[src/rtl/srl_pkg.sv]
// Shared types, constants and character helpers for the S-record loader.
package srl_pkg;

    localparam int ADDRESS_BITS = 24;
    localparam int CHAR_W       = 8;
    localparam int WR_ADDR_W    = 24;
    localparam int BYTE_W       = 8;

    localparam logic [CHAR_W-1:0] CH_S     = 8'h53;
    localparam logic [CHAR_W-1:0] CH_ONE   = 8'h31;
    localparam logic [CHAR_W-1:0] CH_TWO   = 8'h32;
    localparam logic [CHAR_W-1:0] CH_SPACE = 8'h20;
    localparam logic [CHAR_W-1:0] CH_TAB   = 8'h09;
    localparam logic [CHAR_W-1:0] CH_CR    = 8'h0D;
    localparam logic [CHAR_W-1:0] CH_LF    = 8'h0A;

    // Address bytes in the header of each record type
    localparam logic [1:0] HDR_S1 = 2'd2;
    localparam logic [1:0] HDR_S2 = 2'd3;

    typedef enum logic [2:0] {
        PH_WAIT,
        PH_GOT_S,
        PH_COUNT,
        PH_ADDR,
        PH_DATA,
        PH_SKIP
    } t_phase;

    typedef enum logic [1:0] {
        KIND_NONE,
        KIND_S1,
        KIND_S2
    } t_kind;

    typedef struct packed {
        logic                 valid;
        logic [WR_ADDR_W-1:0] addr;
        logic [BYTE_W-1:0]    data;
    } t_write;

    function automatic logic is_blank(input logic [CHAR_W-1:0] c);
        return (c == CH_SPACE) || (c == CH_TAB) || (c == CH_CR) || (c == CH_LF);
    endfunction

    // Non-hex characters decode as zero
    function automatic logic [3:0] hex_value(input logic [CHAR_W-1:0] c);
        logic [3:0] v;
        v = 4'd0;
        if (c >= 8'h30 && c <= 8'h39) begin
            v = 4'(c - 8'h30);
        end else if (c >= 8'h41 && c <= 8'h46) begin
            v = 4'(c - 8'h41 + 8'd10);
        end else if (c >= 8'h61 && c <= 8'h66) begin
            v = 4'(c - 8'h61 + 8'd10);
        end
        return v;
    endfunction

endpackage

[src/rtl/srl_parser.sv]
// Record parser: token state machine, hex pairing and address generation.
module srl_parser import srl_pkg::*; (
    input  logic              i_clk,
    input  logic              i_rst_n,
    input  logic              i_accept,
    input  logic [CHAR_W-1:0] i_character,
    output t_write            o_write
);

    t_phase                  r_phase,     n_phase;
    t_kind                   r_kind,      n_kind;
    logic [1:0]              r_hdr_left,  n_hdr_left;
    logic [7:0]              r_data_left, n_data_left;
    logic [ADDRESS_BITS-1:0] r_load_addr, n_load_addr;
    logic [3:0]              r_high_nib,  n_high_nib;
    logic                    r_pending,   n_pending;

    always_ff @(posedge i_clk) begin
        if (!i_rst_n) begin
            r_phase     <= PH_WAIT;
            r_kind      <= KIND_NONE;
            r_hdr_left  <= '0;
            r_data_left <= '0;
            r_load_addr <= '0;
            r_high_nib  <= '0;
            r_pending   <= 1'b0;
        end else if (i_accept) begin
            r_phase     <= n_phase;
            r_kind      <= n_kind;
            r_hdr_left  <= n_hdr_left;
            r_data_left <= n_data_left;
            r_load_addr <= n_load_addr;
            r_high_nib  <= n_high_nib;
            r_pending   <= n_pending;
        end
    end

    always_comb begin
        logic [BYTE_W-1:0] v_byte;
        logic [1:0]        v_hdr;
        logic [1:0]        v_hdr_dec;
        logic [31:0]       v_addr_ext;

        n_phase     = r_phase;
        n_kind      = r_kind;
        n_hdr_left  = r_hdr_left;
        n_data_left = r_data_left;
        n_load_addr = r_load_addr;
        n_high_nib  = r_high_nib;
        n_pending   = r_pending;

        v_byte     = {r_high_nib, hex_value(i_character)};
        v_hdr      = (r_kind == KIND_S2) ? HDR_S2 : HDR_S1;
        v_hdr_dec  = r_hdr_left - 2'd1;
        v_addr_ext = 32'(r_load_addr);

        o_write.valid = 1'b0;
        o_write.addr  = v_addr_ext[WR_ADDR_W-1:0];
        o_write.data  = v_byte;

        if (is_blank(i_character)) begin
            n_phase    = PH_WAIT;
            n_pending  = 1'b0;
            n_high_nib = '0;
        end else begin
            case (r_phase)
                PH_WAIT: begin
                    n_kind  = KIND_NONE;
                    n_phase = (i_character == CH_S) ? PH_GOT_S : PH_SKIP;
                end
                PH_GOT_S: begin
                    n_pending = 1'b0;
                    if (i_character == CH_ONE) begin
                        n_kind  = KIND_S1;
                        n_phase = PH_COUNT;
                    end else if (i_character == CH_TWO) begin
                        n_kind  = KIND_S2;
                        n_phase = PH_COUNT;
                    end else begin
                        n_phase = PH_SKIP;
                    end
                end
                PH_COUNT, PH_ADDR, PH_DATA: begin
                    if (!r_pending) begin
                        n_high_nib = hex_value(i_character);
                        n_pending  = 1'b1;
                    end else begin
                        n_pending  = 1'b0;
                        n_high_nib = '0;
                        if (r_phase == PH_COUNT) begin
                            // count covers address, data and checksum bytes
                            if (v_byte < {6'd0, v_hdr} + 8'd1) begin
                                n_data_left = '0;
                                n_hdr_left  = '0;
                                n_phase     = PH_SKIP;
                            end else begin
                                n_data_left = v_byte - {6'd0, v_hdr} - 8'd1;
                                n_hdr_left  = v_hdr;
                                n_load_addr = '0;
                                n_phase     = PH_ADDR;
                            end
                        end else if (r_phase == PH_ADDR) begin
                            n_load_addr = {r_load_addr[ADDRESS_BITS-BYTE_W-1:0], v_byte};
                            n_hdr_left  = v_hdr_dec;
                            if (v_hdr_dec == 2'd0) begin
                                n_phase = (r_data_left == 8'd0) ? PH_SKIP : PH_DATA;
                            end
                        end else begin
                            o_write.valid = 1'b1;
                            n_load_addr   = r_load_addr + ADDRESS_BITS'(1);
                            n_data_left   = r_data_left - 8'd1;
                            if (r_data_left == 8'd1) begin
                                n_phase = PH_SKIP;
                            end
                        end
                    end
                end
                default: begin
                    n_phase = PH_SKIP;
                end
            endcase
        end
    end

endmodule

[src/rtl/srecord_loader_unit.sv]
// Top level of the streaming S1/S2 record loader with registered write output.
//
//   channel  direction  handshake            payload
//   input    in         i_valid / o_stall    i_character
//   output   out        o_valid / i_stall    o_write_address, o_write_data
//
// One character per cycle while not stalled; a write appears in the cycle after
// the character that completes its data byte. The parser state and a single output
// register are the only storage. Reset is synchronous and returns the parser to
// waiting for a token. The input stalls only while a write is held and the
// output stalls; a held write is taken and refilled in the same cycle.
module srecord_loader_unit import srl_pkg::*; (
    input  logic                 i_clk,
    input  logic                 i_rst_n,
    input  logic                 i_valid,
    output logic                 o_stall,
    input  logic [CHAR_W-1:0]    i_character,
    output logic                 o_valid,
    input  logic                 i_stall,
    output logic [WR_ADDR_W-1:0] o_write_address,
    output logic [BYTE_W-1:0]    o_write_data
);

    logic                 w_in_accept;
    t_write               w_write;
    logic                 r_out_valid;
    logic [WR_ADDR_W-1:0] r_out_addr;
    logic [BYTE_W-1:0]    r_out_data;

    assign o_stall     = r_out_valid && i_stall;
    assign w_in_accept = i_valid && !o_stall;

    srl_parser u_parser (
        .i_clk       (i_clk),
        .i_rst_n     (i_rst_n),
        .i_accept    (w_in_accept),
        .i_character (i_character),
        .o_write     (w_write)
    );

    always_ff @(posedge i_clk) begin
        if (!i_rst_n) begin
            r_out_valid <= 1'b0;
        end else if (!o_stall) begin
            r_out_valid <= w_in_accept && w_write.valid;
        end
    end

    always_ff @(posedge i_clk) begin
        if (w_in_accept && w_write.valid) begin
            r_out_addr <= w_write.addr;
            r_out_data <= w_write.data;
        end
    end

    assign o_valid         = r_out_valid;
    assign o_write_address = r_out_addr;
    assign o_write_data    = r_out_data;

`ifndef SYNTHESIS
    // a held write is never overwritten by a new transaction
    a_no_overwrite: assert property (@(posedge i_clk) disable iff (!i_rst_n)
        (r_out_valid && i_stall) |-> !w_in_accept)
        else $error("input accepted while output write held");

    // whitespace never yields a write
    a_blank_no_write: assert property (@(posedge i_clk) disable iff (!i_rst_n)
        (w_in_accept && ((i_character == CH_SPACE) || (i_character == CH_TAB) ||
                         (i_character == CH_CR) || (i_character == CH_LF)))
        |=> !o_valid || $past(o_stall))
        else $error("write produced by whitespace");

    // an accepted write-producing transaction shows up at the output next cycle
    a_write_lands: assert property (@(posedge i_clk) disable iff (!i_rst_n)
        (w_in_accept && w_write.valid) |=> (o_valid && o_write_data == $past(w_write.data)))
        else $error("decoded write lost");
`endif

endmodule
[config.mk]
export PLATFORM = sky130hd
export DESIGN_NAME = srecord_loader_unit
export DESIGN_NICKNAME = d
export VERILOG_FILES = /design/src/rtl/srl_pkg.sv /design/src/rtl/srl_parser.sv /design/src/rtl/srecord_loader_unit.sv
export SDC_FILE = /design/constraint.sdc
export NUM_CORES = 1
export LEC_CHECK = 0
export BUFFER_PORTS_ARGS = -buffer_cell sky130_fd_sc_hd__buf_2
export CAP_MARGIN = 15
export CORE_MARGIN = 1.5
export CORE_UTILIZATION = 58
export CTS_CLUSTER_DIAMETER = 40
export DETAILED_ROUTE_END_ITERATION = 6
export PLACE_DENSITY = 0.79
export REMOVE_ABC_BUFFERS = 1
export SLEW_MARGIN = 15
export SYNTH_ARGS = -nofsm -noshare
export SYNTH_HDL_FRONTEND = slang
export SYNTH_SLANG_ARGS = --single-unit
[constraint.sdc]
create_clock -name i_clk -period 7.9 [get_ports i_clk]
set_input_delay 2.37 -clock i_clk [delete_from_list [all_inputs] [get_ports i_clk]]
set_output_delay 2.37 -clock i_clk [all_outputs]
set_load 0.005 [all_outputs]
* After elaboration in Yosys (flattened, before gate mapping)
Cells that the tools add are included.
Cells by class: add/sub/neg operators 11, shift-type cells 0, divide/modulo/power cells 0, multipliers 0, eq/ne operators 19, magnitude comparators 7, bitwise logic cells 1, mux-type cells 39, reduce and logical (&&, ||, !) cells 25
Operator list (number):
- $mux W24 | 3
- $mux W3 | 10
- $add A24 B1 Y24 const B | 1
- $eq A8 B4 Y1 const B | 3
- $eq A8 B6 Y1 const B | 3
- $mux W4 | 6
- $mux W8 | 3
- $ge A8 B7 Y1 const B | 2
- $le A8 B7 Y1 const B | 2
- $sub A8 B1 Y8 const B | 2
- $reduce_and A5 Y1 | 3
- $sub A4 B1 Y4 const B | 3
- $mux W2 | 5
- $mux W1 | 9
- $pmux W3 S3 | 1
- $add A4 B4 Y4 const B | 2
- $eq A8 B1 Y1 const B | 1
- $eq A8 B7 Y1 const B | 1
- $ge A8 B6 Y1 const B | 1
- $le A8 B6 Y1 const B | 1
- $logic_not A8 Y1 | 1
- $lt A8 B8 Y1 | 1
- $reduce_and A4 Y1 | 2
- $sub A8 B2 Y8 | 1
- 23 further kinds | 35
Word-level totals: input port bits 12, memories 0, memory bits (read-only) 0, output and inout port bits 34, flip-flop bits (word level) 77, bits in writable memories 0, latch bits 0

* Longest topological paths before layout
Gate-level depths: netlist (run 1).
depth in word-level cells 11, depth in mapped cells 15

* By module
A second synthesis (run 1) with hierarchy kept.
Unflattened totals: cells, all modules 464, area total of the unflattened synthesis 4215.3 µm²
Modules (own cells, without submodules):
- srl_parser | cells each 425, seq. area each 880.8 µm², area an instance 3203.1 µm², times used 1
- srecord_loader_unit | cells each 39, seq. area each 980.9 µm², area an instance 1012.2 µm², times used 1

* Worst setup path before layout (run 1)
Ideal clock, no wire load.
path kind input -> register, start point input i_character[0], end point register r_out_addr[0] (netlist: o_write_address[0]) (enable), stages 8, slack 2566 ps, data required time 7477 ps, arrival time 4911 ps, buffers on the path 1, path through inv_1 > ha_1 > nor2b_1 > o211a_1 > o21ai_1 > buf_2 > nand2_1 > nor2_1
On the way: longest elaborated chain between the ends 6, elaborated cells on any way between the ends 9, classes of those cells 4 x eq/ne; 1 x mux; 4 x reduce/logical
RTL lines:
- start: declaration | RTL line srecord_loader_unit.sv:17 | input logic [CHAR_W-1:0] i_character,
- $eq A8 B6 Y1 / $eq A8 B4 Y1 (equally long branches) | RTL line srl_pkg.sv:43 | return (c == CH_SPACE) || (c == CH_TAB) || (c == CH_CR) || (c == CH_LF);
- $logic_or A1 B1 Y1 (2 in series) | RTL line srl_pkg.sv:43
- $logic_or A1 B1 Y1 * | RTL line srl_pkg.sv:43
- $mux W1 * | RTL line srl_parser.sv:61 | if (is_blank(i_character)) begin
- $logic_and A1 B1 Y1 * | RTL line srecord_loader_unit.sv:50 | if (w_in_accept && w_write.valid) begin
- end signal: assignment | RTL line srecord_loader_unit.sv:51 | r_out_addr <= w_write.addr;
- end: declaration | RTL line srecord_loader_unit.sv:27 | logic [WR_ADDR_W-1:0] r_out_addr;
Mark *: on every way between the ends. The rest lies on a longest branch, timed or not. A chain may end at the register's enable or synchronous reset.

==> results_dict.tcl, run 1 <==
set metrics [dict create \
    synthCells 485 \
    rsz0062_at_grt "false" \
    cts_root_buf "clkbuf_8" \
    ys.warnings.count 0 \
    routed_wl_um 12000 \
    netlist_area_um2 4520 \
    grt_max_degree 31 \
    drtIter0Drc 441 \
    powerDensity_nw_per_um2 162 \
    viasPerCell 6.73 \
    grt_pass1_wl_um 19700 \
    antenna_found_initial 0 \
    synth_top_flop_cell "dfxtp_1" \
    status "completed" \
    hpwl_um 8160 \
    start_kind "primary input" \
    cts.path.max_buffers 2 \
    drive_above_1_share_pct 18.4 \
    worstPathArrival_ns 6.03 \
    cts_resized 0 \
    io-pin-count 46 \
    ys_seq_elements 77 \
    insertion_delay_ns 0.36 \
    syn_to_final_growth_pct 9.81 \
    post-route-period-util_pct 73.2 \
    peakVddDrop_uv 98.7 \
    finish.utilization_pct 66.9 \
    dieWidth_um 91.2 \
    gp_congestion 0.928 \
    initial_core_util_pct 61.0 \
    die_y_um 91.2 \
    ys_seq_area_share_pct 41.2 \
    dieArea_um2 8320 \
    clk_pin_slew_ns 0.08 \
    grt_pass1_vias 3876 \
    cts_made_buffers 9 \
    finalMaxSlewViolations 0 \
    ant_nets 0 \
    min_period_ns 5.78 \
    synthTopCellsByCount "45 x dfxtp_1, 43 x nor2_1, 37 x a21oi_1" \
    yosysMostFrequentCell "dfxtp_1" \
    worstPathMaxFanout 11 \
    max_slew_margin_pct 32.6 \
    slowest_delay_ns 0.76 \
    synth_top_area_share_pct 21.3 \
    max_freq_ghz 0.173 \
    hold_viol_final 0 \
    cp_data_required_time_ns 8.15 \
    post-route-drc-count 0 \
    finalClockSkew_ns 0.0104 \
    r2r_slack_ns 4.71 \
    setup_viol 0 \
    cts_tree "built" \
    path_class "in -> reg" \
    nNetsFinal 543 \
    postCtsSetupBuffers 0 \
    rows 31 \
    grt_overflow 0 \
    synth.area.top_cells "edfxtp_1 21%, dfxtp_1 20%, ha_1 4.2%, a21oi_1 4.1%, nor2_1 3.6%" \
    dr_total_vias 4174 \
    core_um2 7410 \
    clock-sinks 77 \
    antennaDiodeCount 0 \
    postCtsHoldBufs 0 \
    leakagePower_uw 0.00185 \
    max_cap_viol_count 0 \
    avgSynthCellArea_um2 9.31 \
    async_flop_share_pct 0 \
    io_buffers 45 \
    worst_hold_path_type "reg -> reg" \
    end_kind "register" \
    synth-edff-count 32 \
    timing.setup.tns_ns 0 \
    firstDrtPassIters 5 \
    grt.total_usage_pct 30.1 \
    critPathSlowestCell "a211oi_2" \
    hold_depth 2 \
    worst-r2r-cell-count 6 \
    tightest_slew_ns 1.01 \
    cts_max_level 3 \
    crit_path_frequent_cell "ha_1" \
    synth_area_leader_cell "edfxtp_1" \
    yosys.cell_types.count 78 \
    wire_per_inst_um 19.4 \
    path_cells "buf_2 > inv_1 > ha_1 > nor2_1 > a2111oi_4 > and2_1 > a22o_1 > ha_1 > nor2b_1 > o21ai_0 > nand3_1 > a211oi_2 > nor2_2 > o2111a_1" \
]
==> critical path, delay by kind of cell <==
family | cells | cell delay [ns]
buf+inv | 2 | 0.26
simple gates | 5 | 0.93
compound gates | 5 | 1.95
fa+ha+maj | 2 | 0.52
==> registers in the layout, summed over array words and instances (netlist names), 2 cells and up <==
| name | count |
|---|---|
| u_parser.r_data_left | 8 |
| u_parser.r_kind | 2 |
| u_parser.r_high_nib | 4 |
| u_parser.r_load_addr | 24 |
| o_write_address | 24 |
| u_parser.r_hdr_left | 2 |
| u_parser.r_phase | 3 |
| o_write_data | 8 |
==> cell usage in the layout, fill, tap and decap left out, types with 5 or more instances in the layout <==
| master | n |
|---|---|
| a22oi_1 | 14 |
| a31oi_1 | 17 |
| a21oi_1 | 37 |
| nor2_1 | 42 |
| nand4_1 | 9 |
| a211oi_1 | 6 |
| xnor2_1 | 6 |
| nand2b_1 | 5 |
| edfxtp_1 | 32 |
| nor2b_1 | 5 |
| inv_1 | 17 |
| o221a_1 | 6 |
| xor2_1 | 5 |
| buf_2 | 45 |
| a211oi_2 | 6 |
| dfxtp_1 | 45 |
| ha_1 | 15 |
| nand3_1 | 12 |
| clkbuf_8 | 9 |
| o21a_1 | 5 |
| o21ai_0 | 14 |
| and3_1 | 7 |
| nand2_1 | 30 |
| o31ai_1 | 5 |
| o311ai_1 | 6 |
| nor3_1 | 21 |
==> cell type report <==
type                    instances  area, µm²
inverters                      17       63.8
flip-flops and latches         77       1860
clock buffers                  10        128
well taps                      99        124
multi-input cells             362       2450
repair buffers                 49        255
fillers                       588       2450
clock inverters                 6       71.3
==> final timing paths <==
| path | end | from |
|---|---|---|
| hold reg to reg | u_parser.r_hdr_left[1] | u_parser.r_hdr_left[1] |
| setup reg to reg | u_parser.r_load_addr[14] | o_valid |
| hold / removal | u_parser.r_hdr_left[1] | u_parser.r_hdr_left[1] |
| setup / recovery | u_parser.r_load_addr[5] | i_character[1] |
==> cells by family after synthesis <==
| logic type | Yosys count | synth area share (%) |
|---|---|---|
| compound gates | 165 | 27.4 |
| simple gates | 166 | 19.5 |
| flops | 77 | 41.2 |
| buf+inv | 46 | 4.46 |
| mux | 5 | 1.14 |
| xor+xnor | 11 | 2.13 |
| fa+ha+maj | 15 | 4.16 |
==> stage by stage <==
stage               setup WS [ns]  hold slack [ns]  total power [µW]  instances  instance area, µm²
global route                 1.86            0.511               826        620                4960
global placement             2.00            0.445               501        604                4760
floorplan                    2.37            0.430               476        456                4380
detailed placement           1.81            0.470               503        604                4760
CTS                          2.20            0.486               800        620                4960
finish                       2.12            0.487               801        620                4960
==> metal layers <==
| layer | vias to the layer above | routed length (µm) | track usage (%) | share of wire [%] |
|---|---|---|---|---|
| met1 | 1947 | 5210 | 40.5 | 43 |
| met2 | 260 | 5460 | 46.4 | 45 |
| met4 | 0 | 342 | 13.9 | 2.8 |
| li1 | 1930 | - | - | - |
| met5 | - | 0 | 0 | 0 |
| met3 | 37 | 1000 | 5.95 | 8.3 |
==> where the power goes <==
group / switching (µW) / internal, µW
Clock: 156 / 149
Sequential: 5.39 / 416
Combinational: 51.1 / 24.6
Total: 212 / 589
Power figures use the tool's default switching activity.
==> run 2, diff against run 1 <==
Clock period 7.9 ns to 5.95 ns, I/O delays scaled along.
==> run 2 against run 1 <==
  * Global-route usage decreased by 0.42 points
  * Sequential share of layout area increased by 0.066 points
  * Sequential cell count unchanged
  * Register-to-register slack worse by 1.8 ns
  * Highest routed layer unchanged
  * Utilization down 0.12 points
  * Critical path depth up 1
  * Largest cell class unchanged
  * Non-clock buffer count is 1 higher
  * Hold slack worse by 0.0027 ns
==> results_dict.tcl, run 2 (synthesized netlist as in run 1, its figures left out) <==
set metrics [dict create \
    drive_above_1_share_pct 18.8 \
    r2r-start "u_parser.r_phase[1]" \
    layout_common_cells "45 x buf_2, 45 x dfxtp_1, 42 x nor2_1, 37 x a21oi_1, 32 x edfxtp_1" \
    initial_core_util_pct 61.0 \
    dr_total_vias 4185 \
    post-route-period-util_pct 79.8 \
    multi_input_area_um2 2450 \
    grt_max_degree 31 \
    cts_resized 0 \
    start_kind "primary input" \
    cts_max_level 3 \
    gp_congestion 0.956 \
    cts_root_buf "clkbuf_8" \
    wl_met3_um 1190 \
    hpwl_um 8070 \
    worstPathMaxFanout 9 \
    grt_overflow 0 \
    hold_start "u_parser.r_hdr_left[1]" \
    hold_path_end "u_parser.r_hdr_left[1]" \
    timing.setup.tns_ns 0 \
    cts.path.max_buffers 2 \
    die_y_um 91.2 \
    postCtsHoldBufs 0 \
    core_um2 7410 \
    postCtsSetupBuffers 0 \
    clock-sinks 77 \
    antenna_found_initial 0 \
    final_area_um2 4950 \
    rsz0062_at_grt "false" \
    path_class "in -> reg" \
    hold_viol_final 0 \
    io-pin-count 46 \
    dieWidth_um 91.2 \
    grt_pass1_wl_um 19600 \
    max_freq_ghz 0.211 \
    hold_depth 2 \
    insertion_delay_ns 0.36 \
    cp_data_required_time_ns 6.20 \
    dieArea_um2 8320 \
    post-route-drc-count 0 \
    finalMaxSlewViolations 0 \
    cts_made_buffers 9 \
    antennaDiodeCount 0 \
    rows 31 \
    wire_per_inst_um 19.2 \
    nFillCells 609 \
    viasPerCell 6.74 \
    worst-r2r-cell-count 5 \
    setup_viol 0 \
    max_slew_margin_pct 31.2 \
    place_area_um2 4770 \
    finalClockSkew_ns 0.0134 \
    status "completed" \
    r2r_slack_ns 2.87 \
    min_period_ns 4.75 \
    end_kind "register" \
    max_cap_viol_count 0 \
    highest_layer "met4" \
    clk_pin_slew_ns 0.08 \
    grt.total_usage_pct 29.6 \
    firstDrtPassIters 5 \
    io_buffers 45 \
    syn_to_final_growth_pct 9.61 \
    ant_nets 0 \
    drtIter0Drc 543 \
    seq_area_um2 1860 \
    leakagePower_uw 0.00186 \
    grt_pass1_vias 3802 \
    worstPathArrival_ns 4.99 \
    powerDensity_nw_per_um2 210 \
    drt-met1-wl_um 5180 \
    dr_wl_met2_um 5340 \
    routed_wl_um 12000 \
    timing.rr.end "o_write_address[17]" \
    tightest_slew_ns 1.03 \
    cts_tree "built" \
    peakVddDrop_uv 97.1 \
    worst_hold_path_type "reg -> reg" \
    nNetsFinal 544 \
]
[run 2: how the worst max path moves through the flow]
stage / startpoint / to / cells past startpoint
after global routing: i_character[1] / u_parser.r_load_addr[16] / 15
final: i_character[1] / u_parser.r_load_addr[16] / 15
after CTS: i_character[1] / u_parser.r_load_addr[16] / 15
after global placement: i_character[1] / u_parser.r_load_addr[12] / 15
after detailed placement: i_character[1] / u_parser.r_load_addr[16] / 15
after floorplan: i_character[0] / o_write_address[0] / 7
[run 2: worst max-delay path: stages]
cell and delay (ns):
buf_2 0.15, inv_1 0.11, ha_1 0.27, nor2_1 0.10, a2111oi_4 0.41, and2_1 0.20
a22o_1 0.26, ha_1 0.27, nor2b_1 0.12, o21ai_0 0.19, nand3_1 0.14, a211oi_2 0.40
buf_4 0.25, nor3_1 0.07, o221a_1 0.27
[run 2: area by class of cell]
class	count	area share, %
Clock buffer	9	2.50
Clock inverter	7	1.19
Inverter	17	1.29
Multi-Input combinational cell	362	49.6
Sequential cell	77	37.6
Tap cell	99	2.50
Timing Repair Buffer	50	5.31
[run 2: per-layer routing]
layer | GRT usage, % | up-vias
met5 | 0 | -
met4 | 10.8 | 0
met3 | 4.86 | 28
met2 | 45.3 | 255
met1 | 42.2 | 1978
li1 | - | 1924
[run 2: metrics by stage]
stage | power (µW) | hold WS (ns) | setup slack, ns | utilization, % | std cells
floorplan | 633 | 0.430 | 1.00 | - | 456
global placement | 665 | 0.444 | 1.02 | 64.3 | 605
detailed placement | 667 | 0.471 | 0.916 | 64.3 | 605
CTS | 1040 | 0.483 | 1.25 | 66.8 | 621
global route | 1070 | 0.499 | 1.01 | 66.8 | 621
finish | 1040 | 0.484 | 1.20 | 66.8 | 621
[run 2: where the power goes]
group	internal, µW	switching (µW)	total [µW]
combinational	32.4	61.5	93.9
clock	158	221	379
sequential	552	13.1	565
total	742	296	1040
==> run 3, diff against run 2 <==
Settings changed: ABC_AREA set to 1, CORE_UTILIZATION 58 to 53, PLACE_DENSITY 0.79 to 0.76.
Clock period 5.95 ns to 3.8 ns, I/O delays scaled along.
==> run 3 against run 2 <==
  * Die area grew 6.8%
  * Clock power grew 69%
  * Non-clock buffer count is the same
  * Sequential power grew 56%
  * Via count grew 1.5%
  * First-iteration DRC count shrank 58%
  * Cell count grew 19%
  * Hold slack lost 0.021 ns
  * Setup slack lost 0.74 ns
  * Register-to-register slack lost 1.6 ns
  * Global-route usage shrank 2.3 points
  * Sequential share of layout area grew 0.19 points
  * Largest cell class unchanged
==> results_dict.tcl, run 3 <==
set metrics [dict create \
    insertion_delay_ns 0.37 \
    dieArea_um2 8890 \
    dr_total_vias 4246 \
    peakVddDrop_uv 198 \
    cp_data_required_time_ns 4.05 \
    gp_congestion 0.949 \
    hpwl_um 7980 \
    layout_common_cells "111 x nand2_1, 65 x inv_1, 59 x nor2_1, 54 x o21ai_0, 53 x a21oi_1" \
    cts.path.max_buffers 2 \
    netlist_area_um2 4420 \
    worst_hold_path_type "reg -> reg" \
    hold_path_end "u_parser.r_kind[1]" \
    io-pin-count 46 \
    r2r_slack_ns 1.27 \
    nFillCells 741 \
    tightest_slew_ns 0.658 \
    grt_pass1_wl_um 19000 \
    dieWidth_um 94.3 \
    max_slew_margin_pct 55.8 \
    cts_root_buf "clkbuf_8" \
    synth_top_area_share_pct 21.8 \
    r2r-start "u_parser.r_phase[0]" \
    synth_top_flop_cell "dfxtp_1" \
    leakagePower_uw 0.00211 \
    path_class "in -> reg" \
    ant_nets 0 \
    antennaDiodeCount 0 \
    synthCells 581 \
    syn_to_final_growth_pct 11.5 \
    synth.area.top_cells "edfxtp_1 22%, dfxtp_1 20%, nand2_1 9.4%, o21ai_0 6.1%, a21oi_1 6.0%" \
    ys_seq_area_share_pct 42.1 \
    synth_area_leader_cell "edfxtp_1" \
    worstPathMaxFanout 29 \
    setup_viol 0 \
    clock-sinks 77 \
    cts_resized 0 \
    initial_core_util_pct 54.3 \
    critPathSlowestCell "inv_2" \
    die_y_um 94.3 \
    layout_commonest_cell "nand2_1" \
    core_um2 8130 \
    drive_above_1_share_pct 14.4 \
    antenna_found_initial 0 \
    cts_tree "built" \
    async_flop_share_pct 0 \
    final_cells 737 \
    min_period_ns 3.34 \
    crit_path_frequent_cell "inv_1" \
    max_freq_ghz 0.300 \
    yosysMostFrequentCell "nand2_1" \
    status "completed" \
    grt_max_degree 33 \
    worst-path-buf-inv 5 \
    rsz0062_at_grt "false" \
    worstPathArrival_ns 3.58 \
    cts_max_level 3 \
    slowest_delay_ns 0.34 \
    postCtsHoldBufs 0 \
    start_kind "primary input" \
    synth-edff-count 32 \
    fin_ws_ns 0.462 \
    grt.total_usage_pct 27.4 \
    powerDensity_nw_per_um2 342 \
    nNetsFinal 654 \
    post-route-period-util_pct 87.8 \
    grt_overflow 0 \
    firstDrtPassIters 5 \
    viasPerCell 5.76 \
    dp.cells 721 \
    clk_pin_slew_ns 0.09 \
    routed_wl_um 11300 \
    postCtsSetupBuffers 0 \
    hold_start "u_parser.r_kind[1]" \
    final_area_um2 4920 \
    place_area_um2 4730 \
    synthTopCellsByCount "111 x nand2_1, 65 x inv_1, 59 x nor2_1" \
    end_kind "register" \
    drtIter0Drc 227 \
    max_cap_viol_count 0 \
    ys_seq_elements 77 \
    ys.warnings.count 0 \
    grt_pass1_vias 4027 \
    path_cells "buf_2 > inv_1 > ha_1 > nand2_1 > nand3_1 > nand3_1 > nand2_4 > nand3_2 > inv_1 > ha_1 > inv_1 > nor2_1 > nor4_4 > nand3_2 > nand2_2 > inv_2 > o21ai_0 > o21ai_1 > nor2_1" \
    cts_made_buffers 9 \
    hold_viol_final 0 \
    wire_per_inst_um 15.3 \
    hold_depth 2 \
    timing.rr.end "u_parser.r_phase[0]" \
    worst-r2r-cell-count 9 \
    timing.setup.tns_ns 0 \
    finalMaxSlewViolations 0 \
    critPathTopFamily "simple AND/OR/NAND/NOR gates" \
    post-route-drc-count 0 \
    dp_slack_ns 0.128 \
    rows 33 \
    avgSynthCellArea_um2 7.60 \
    io_buffers 45 \
    yosys.cell_types.count 41 \
    finalClockSkew_ns 0.0147 \
]
==> run 3: cell count changes in the layout (fill, tap and decap cells not counted), sizes merged, moves of 8 or more <==
| cell | delta |
|---|---|
| a22oi | -11 |
| nand2 | +89 |
| and3 | -8 |
| nor3 | -8 |
| o221a | -8 |
| nor2 | +18 |
| a21oi | +14 |
| nand3 | +30 |
| inv | +54 |
| o21ai | +37 |
| a31oi | -13 |
| a211oi | -11 |
==> run 3: layout make-up <==
class | count | area [µm²] | share of cell area [%]
Timing Repair Buffer | 50 | 263 | 5.34
Clock inverter | 6 | 70.1 | 1.42
Sequential cell | 77 | 1860 | 37.8
Tap cell | 105 | 131 | 2.67
Clock buffer | 10 | 128 | 2.59
Multi-Input combinational cell | 416 | 2200 | 44.6
Inverter | 73 | 274 | 5.56
==> run 3: report_power, final <==
group / switching, µW / total [µW] / internal [µW]
Clock: 331 / 639 / 308
Combinational: 108 / 161 / 52.7
Sequential: 16.2 / 882 / 866
==> run 3: how the worst max path moves through the flow <==
stage	start	endpoint	cells past startpoint	slack, ns
6_report	i_character[0]	u_parser.r_load_addr[11]	19	0.46
3_5_place_dp	i_character[0]	u_parser.r_load_addr[11]	19	0.13
2_1_floorplan	i_character[0]	u_parser.r_load_addr[1]	17	0.34
4_1_cts	i_character[0]	u_parser.r_load_addr[11]	19	0.49
5_1_grt	i_character[0]	u_parser.r_load_addr[11]	19	0.19
3_3_place_gp	i_character[0]	u_parser.r_load_addr[11]	19	0.25
==> run 3: cell families (layout without fill, tap and decap cells) <==
family / after synthesis / after routing / share of synthesized area [%]
compound gates: 131 / 131 / 16.0
xor+xnor: 12 / 12 / 2.38
fa+ha+maj: 15 / 15 / 4.25
buf+inv: 88 / 139 / 8.13
flops: 77 / 77 / 42.1
simple gates: 258 / 258 / 27.1
==> run 3: worst register-to-register path, stage by stage (launching register included) <==
cell and delay (ns):
dfxtp_1 0.63, nand2_1 0.18, nor2_2 0.49, inv_2 0.35, o22ai_1 0.27, nand2_1 0.07, nand3_1 0.17, nor2_1 0.09
o31ai_1 0.07, a21oi_1 0.08
==> run 3: layer usage <==
layer	routed length [µm]	track usage, %	part of all wire (%)	vias to the layer above
li1	-	-	-	2059
met5	0	0	0	-
met3	684	4.05	6.1	33
met4	272	11.6	2.4	0
met2	5710	48.4	51	173
met1	4620	32.9	41	1981
==> run 3: through the flow <==
stage / hold slack (ns) / util (%) / power [µW]
4_1_cts: 0.467 / 60.5 / 1690
6_report: 0.463 / 60.5 / 1680
3_5_place_dp: 0.456 / 58.1 / 1060
3_3_place_gp: 0.439 / 58.1 / 1050
5_1_grt: 0.479 / 60.5 / 1750
2_1_floorplan: 0.427 / - / 1010
